## src/hdl/assert_macros.svh

```systemverilog
// Assertion macros used by the FFT core RTL.
`ifndef ASSERT_MACROS_SVH
`define ASSERT_MACROS_SVH

// Checks that an antecedent implies a consequent in the same cycle.
`define ASSERT_IMPLY(label, clk, rst, ante, cons) \
   label: assert property (@(posedge clk) disable iff (rst) (ante) |-> (cons)) \
      else $error("assertion failed");

// Checks that an antecedent implies a consequent in the next cycle.
`define ASSERT_NEXT(label, clk, rst, ante, cons) \
   label: assert property (@(posedge clk) disable iff (rst) (ante) |=> (cons)) \
      else $error("assertion failed");

`endif

```

## src/hdl/r2fft_pkg.sv

```systemverilog
`timescale 1ns / 1ps
package r2fft_pkg;

   localparam int OUT_BITS    = 22;
   localparam int SAMPLE_BITS = 16;

   // Sequencer states.
   typedef enum logic [2:0] {
      ST_LOAD,
      ST_PERM_RD,
      ST_PERM_WR,
      ST_BF_RD,
      ST_BF_WAIT,
      ST_BF_WR,
      ST_OUT
   } state_type;

   // Register indexes of the configuration port.
   localparam logic [0:0] REG_POINTS_LOG2 = 1'd0;
   localparam logic [0:0] REG_DIRECTION   = 1'd1;

   // Quarter-wave cosine table, scaled by 2^15.
   function automatic logic signed [16:0] cos_rom(input logic [4:0] m);
      logic signed [16:0] v;
      unique case (m)
         5'd0:  v = 17'sd32768;
         5'd1:  v = 17'sd32610;
         5'd2:  v = 17'sd32138;
         5'd3:  v = 17'sd31357;
         5'd4:  v = 17'sd30274;
         5'd5:  v = 17'sd28899;
         5'd6:  v = 17'sd27246;
         5'd7:  v = 17'sd25330;
         5'd8:  v = 17'sd23170;
         5'd9:  v = 17'sd20788;
         5'd10: v = 17'sd18205;
         5'd11: v = 17'sd15447;
         5'd12: v = 17'sd12540;
         5'd13: v = 17'sd9512;
         5'd14: v = 17'sd6393;
         5'd15: v = 17'sd3212;
         default: v = 17'sd0;
      endcase
      return v;
   endfunction

   // Saturates a wide sum into the output range.
   function automatic logic signed [OUT_BITS-1:0] sat_out(input logic signed [23:0] v);
      logic signed [OUT_BITS-1:0] r;
      if (v > 24'sd2097151) begin
         r = 22'sd2097151;
      end else if (v < -24'sd2097152) begin
         r = -22'sd2097152;
      end else begin
         r = v[OUT_BITS-1:0];
      end
      return r;
   endfunction

endpackage

```

## src/hdl/r2fft_bfly.sv

```systemverilog
`timescale 1ns / 1ps
// Butterfly unit: complex twiddle multiply, rounding, add and subtract.
// Stage one registers the four products, stage two combines.
module r2fft_bfly (
   input  logic                clock,
   input  logic signed [21:0]  ar,
   input  logic signed [21:0]  ai,
   input  logic signed [21:0]  br,
   input  logic signed [21:0]  bi,
   input  logic signed [16:0]  wc,
   input  logic signed [16:0]  ws,
   output logic signed [21:0]  sum_r,
   output logic signed [21:0]  sum_i,
   output logic signed [21:0]  dif_r,
   output logic signed [21:0]  dif_i
);

   logic signed [38:0] p_cr_ff, p_si_ff, p_ci_ff, p_sr_ff;
   logic signed [21:0] ar_ff, ai_ff;
   logic signed [40:0] tr_full, ti_full;
   logic signed [25:0] tr, ti;

   // Products.
   always_ff @(posedge clock) begin
      p_cr_ff <= wc * br;
      p_si_ff <= ws * bi;
      p_ci_ff <= wc * bi;
      p_sr_ff <= ws * br;
      ar_ff   <= ar;
      ai_ff   <= ai;
   end

   // Round to nearest, ties up, then add and subtract with saturation.
   always_comb begin
      tr_full = 41'(p_cr_ff) - 41'(p_si_ff) + 41'sd16384;
      ti_full = 41'(p_ci_ff) + 41'(p_sr_ff) + 41'sd16384;
      tr = tr_full[40:15];
      ti = ti_full[40:15];
      sum_r = r2fft_pkg::sat_out(24'(26'(ar_ff) + tr));
      sum_i = r2fft_pkg::sat_out(24'(26'(ai_ff) + ti));
      dif_r = r2fft_pkg::sat_out(24'(26'(ar_ff) - tr));
      dif_i = r2fft_pkg::sat_out(24'(26'(ai_ff) - ti));
   end

endmodule

```

## config.mk

```make
export PLATFORM = sky130hd
export DESIGN_NAME = r2fft_bfly
export DESIGN_NICKNAME = d
export VERILOG_FILES = /design/src/hdl/assert_macros.svh /design/src/hdl/r2fft_pkg.sv /design/src/hdl/r2fft_bfly.sv
export SDC_FILE = /design/constraint.sdc
export NUM_CORES = 2
export LEC_CHECK = 0
export BUFFER_PORTS_ARGS = -buffer_cell sky130_fd_sc_hd__buf_2
export CORE_MARGIN = 2
export CORE_UTILIZATION = 25
export CTS_CLUSTER_DIAMETER = 80
export CTS_CLUSTER_SIZE = 28
export DETAILED_ROUTE_END_ITERATION = 8
export GPL_ROUTABILITY_DRIVEN = 0
export HOLD_SLACK_MARGIN = 0.03
export SLEW_MARGIN = 10
export SYNTH_ARGS = -nofsm -noshare
export SYNTH_HDL_FRONTEND = slang
export SYNTH_SLANG_ARGS = --single-unit
```

## constraint.sdc

```tcl
create_clock -name clock -period 10.7 [get_ports clock]
set_clock_uncertainty 0.1 [all_clocks]
set_input_delay 2.14 -clock clock [delete_from_list [all_inputs] [get_ports clock]]
set_output_delay 2.14 -clock clock [all_outputs]
set_load 0.03 [all_outputs]
```

# Word level (Yosys, flattened, before mapping)

Cells that the tools add are included.

Input port bits: 123
Output and inout bits: 88
Bits in registers: 200

Muxes and demuxes: 8
Multipliers: 4
Add/sub/neg operators: 8
Order comparisons: 8

Operators by type and width:

| kind                                                                              | count |
|---|---|
| 22-bit two-way mux                                                                | 8 |
| 17-bit by 22-bit multiplier with 39-bit output                                    | 4 |
| 24-bit by 22-bit greater-than comparator with 1-bit output, second input constant | 4 |
| 24-bit by 22-bit less-than comparator with 1-bit output, second input constant    | 4 |
| 39-bit by 16-bit adder with 39-bit output, second input constant                  | 2 |
| 22-bit by 24-bit adder with 24-bit output                                         | 2 |
| 22-bit by 24-bit subtractor with 24-bit output                                    | 2 |
| 39-bit adder                                                                      | 1 |
| 39-bit subtractor                                                                 | 1 |

# Depth between registers and ports, before layout

Depth in word-level cells: 6
Gate-level depth with buffers: 27
Mapped depth without buffers: 26

# Worst setup path after synthesis

Ideal clock, no wire load.

Path kind: input to register
From: in wc[2]
To: reg p_cr_ff[38]
Cell stages on the path: 26
Path buffers: 2
Data required time: 10.522 ns
Arrival: 8.306 ns
Setup slack: 2.217 ns
Path through: clkbuf_1 > clkbuf_1 > nand2_1 > fa_1 > inv_1 > fa_1 > inv_1 > fa_1 > inv_1 > fa_1 > inv_1 > fa_1 > inv_1 > fa_1 > ha_1 > a21o_1 > a21o_1 > a21oi_1 > o21ai_0 > a2111oi_2 > nor2_1 > or3_1 > a21oi_1 > o21ai_1 > and4_1 > nor3_1

Longest elaborated chain between the ends: 1

Ends and longest elaborated chain:

| what                                           | line             | text |
|---|---|---|
| from (decl)                                    | r2fft_bfly.sv:10 | `input logic signed [16:0] wc,` |
| 17-bit by 22-bit multiplier with 39-bit output | r2fft_bfly.sv:25 | `p_cr_ff <= wc * br;` |
| to (signal assigned)                           | r2fft_bfly.sv:25 |  |
| to (decl)                                      | r2fft_bfly.sv:18 | `logic signed [38:0] p_cr_ff, p_si_ff, p_ci_ff, p_sr_ff;` |

No other way between the ends.

# Worst setup path in the final report

From: reg p_ci_ff[7]
To: out sum_i[4]

Longest elaborated chain between the ends: 6
Elaborated cells on any way between the ends: 7
Classes of those cells: 3 x add/sub; 2 x order compare; 2 x mux

Ends and longest elaborated chain:

| what                                                    | line             | text |
|---|---|---|
| from (decl)                                             | r2fft_bfly.sv:18 |  |
| from (signal assigned)                                  | r2fft_bfly.sv:27 | `p_ci_ff <= wc * bi;` |
| 39-bit adder (*)                                        | r2fft_bfly.sv:36 | `ti_full = 41'(p_ci_ff) + 41'(p_sr_ff) + 41'sd16384;` |
| 39-bit by 16-bit adder with 39-bit output (*)           | r2fft_bfly.sv:36 |  |
| 22-bit by 24-bit adder with 24-bit output (*)           | r2fft_bfly.sv:40 | `sum_i = r2fft_pkg::sat_out(24'(26'(ai_ff) + ti));` |
| 24-bit by 22-bit less-than comparator with 1-bit output | r2fft_pkg.sv:52  | `end else if (v < -24'sd2097152) begin` |
| 22-bit two-way mux                                      | r2fft_pkg.sv:52  |  |
| 22-bit two-way mux (*)                                  | r2fft_pkg.sv:50  | `if (v > 24'sd2097151) begin` |
| to (decl)                                               | r2fft_bfly.sv:13 | `output logic signed [21:0] sum_i,` |

Mark *: on every way between the ends. The rest lies on a longest branch, timed or not.

==> metrics.txt <==
Synth Area in Compound Gates 7.47%; Syn Nets 9757; count leader, synth inv_1; setup TNS 0 ps; initial antenna violation count 42; status complete, no violations; Reg area 4000 sq um; Die X 521 um; DP HPWL 157 mm; Routed Antenna Nets 0; multi-input logic area 54600 sq um; Worst setup EP type primary output; clock buffer depth 2; vias in the first global route 53.1k; final instance area 72300 sq um; critical path cell sequence ha_1, ha_1, a21oi_1, a21oi_1, a2111oi_2, nand2_1, a21o_1, a21o_1, a21oi_1, xnor2_1, ha_1, fa_1, a211oi_1, o21ai_0, a41oi_1, o31ai_1, a21o_1, a31oi_1, xor2_1, nor3_1, nor3b_2, o21ai_0, buf_2; GR Util All Layers 14.3%; count of state elements after synthesis 200; TritonCTS clock tree yes; unrepaired setup endpoints after global routing no; crit share post-route 91.2%; DR vias/cell 4.39; die area 272000 sq um; min-delay src ar[10]; # nets final 9722; Final Max Tran Viols 0; Clock Root Buffer clkbuf_16; I/O Buffers 210; register area share after synthesis 5.99%; crit path max fanout 21; die height 521 um; largest cells by area after synthesis fa_1 (45%), ha_1 (12%), inv_1 (10%); # Post-CTS Setup Buffers 0; crit path buf inv count 1; drt first pass iters 5; Max Cap Viol 0; Clock transition at path regs 110 ps; layout cells sized above 1 5.00%; Yosys top cell area share 44.5%; global-route wire length before repair 303 mm; CORE AREA 266000 sq um; worst endpoint required time 8460 ps; Cell Area, Placed 71700 sq um; gr ovfl total 0; Synth Cell Area 66900 sq um; Syn Area/Cell 8.89 sq um; I/O pin total 211; Post-synth EDFFs 0; crit start category flip-flop; hold path cells 1; Post-CTS Hold Buffers 0; drt initial violations 2554; biggest area consumer among synthesized cells fa_1; Worst-Margin Slew 1030 ps; Synth-to-Final Area Change 8.15%; WL per Instance 17.1 um; Final Critical Period 9760 ps; Arrival @ worst endpoint 7520 ps; Setup CP Type reg2out; initial core utilization 25.2%; CP delay by family, top compound AO/OA/AOI/OAI gates; final setup violation count 0; FILL cells 28.4k; DRC 0; slew margin rel. 30.8%; Critical-path top delay cell a2111oi_2; CTS HTree Levels 4; Post-synth ARST share 0%; final WL 189 mm; Simple-Gate Fraction of Synth Area 14.0%; xor/xnor share of the synthesized area 3.98%; Hold EP ar_ff[10]$_DFF_P_; post-synthesis mux area share 0.0299%; Via Count 48.5k; post-CTS sizing 0; Post-Synth Adder-Cell Area 56.2%; largest family of logic cells by synthesized area adder cells; TritonCTS Buffers 17; top_reg_cell synth dfxtp_1; hold crit path type in2reg; Largest stage delay, worst path 870 ps; site row count 189; Warnings, synthesis 0; Syn Inst Count 7522; FMAX 0.102 GHz; most frequent cells after synthesis inv_1 (1833), fa_1 (1488), nand2_1 (941); Sink Count 200; Final Hold Viols 0; Synth cell types 93; pin count of the biggest net entering global routing 45
-- logic make-up (layout without fill, tap and decap cells) --
group	after synthesis	in the layout
flops	200	200
fa+ha+maj	2112	2112
buf+inv	2184	2162
other cells	0	12
compound gates	768	768
mux	2	2
simple gates	1954	1954
xor+xnor	302	302
-- per-stage QoR --
step / hold slack, ps / utilization, % / setup slack (ps) / instances
after floorplan: 2070 / - / 2220 / 7522
after global placement: 2140 / 27.0 / 1180 / 11001
after detailed placement: 2140 / 27.0 / 1130 / 11001
after CTS: 1520 / 27.2 / 855 / 11033
after global routing: 1530 / 27.2 / 308 / 11043
final: 1550 / 27.2 / 940 / 11045
-- metal layers --
layer	vias up	part of all wire (%)	GRT usage (%)
met4	14	3.1	4.53
met2	1275	49	24.7
met5	-	0.049	0
li1	22175	-	-
met1	24702	42	18.1
met3	304	6.0	2.16
-- area by class of cell --
cell class	instances	area share, %
clock buffers	17	0.588
inverters	1833	9.51
flip-flops and latches	200	5.53
multi-input cells	5138	75.5
repair buffers	297	2.37
well taps	3533	6.11
clock inverters	15	0.306
diodes	12	0.0415
-- state kept, by name, indices dropped and copies added (netlist names) --
| signal | flops |
|---|---|
| ai_ff | 22 |
| ar_ff | 22 |
| p_ci_ff | 39 |
| p_cr_ff | 39 |
| p_si_ff | 39 |
| p_sr_ff | 39 |
-- worst max-delay path by stage --
stage / end / depth (start not counted) / startpoint
final: sum_i[4] / 23 / p_ci_ff[7]$_DFF_P_
after global routing: sum_i[6] / 23 / p_ci_ff[7]$_DFF_P_
after CTS: sum_i[17] / 23 / p_ci_ff[7]$_DFF_P_
after detailed placement: p_cr_ff[38]$_DFF_P_ / 23 / br[5]
after global placement: p_cr_ff[38]$_DFF_P_ / 23 / br[5]
after floorplan: p_cr_ff[38]$_DFF_P_ / 26 / wc[2]
-- cell usage in the layout, fill, tap and decap left out, drive strengths merged, types with 8 or more instances in the layout --
| master | count |
|---|---|
| inv | 1841 |
| fa | 1488 |
| nand2 | 941 |
| ha | 624 |
| and2 | 575 |
| buf | 297 |
| a21oi | 266 |
| xnor2 | 231 |
| dfxtp | 200 |
| nor2 | 186 |
| o21ai | 165 |
| a21o | 106 |
| xor2 | 71 |
| nand2b | 64 |
| o21bai | 48 |
| nand3 | 43 |
| nor2b | 29 |
| nor3 | 29 |
| a31oi | 23 |
| o21a | 22 |
| nand4 | 18 |
| clkbuf | 17 |
| a211oi | 15 |
| and3 | 14 |
| or3 | 13 |
| o31ai | 13 |
| diode | 12 |
| or2 | 12 |
| o211ai | 11 |
| a211o | 9 |
| and4 | 8 |
Power is not shown: default switching activity piles up to over one toggle a cycle in this logic, so the estimate is an artifact.
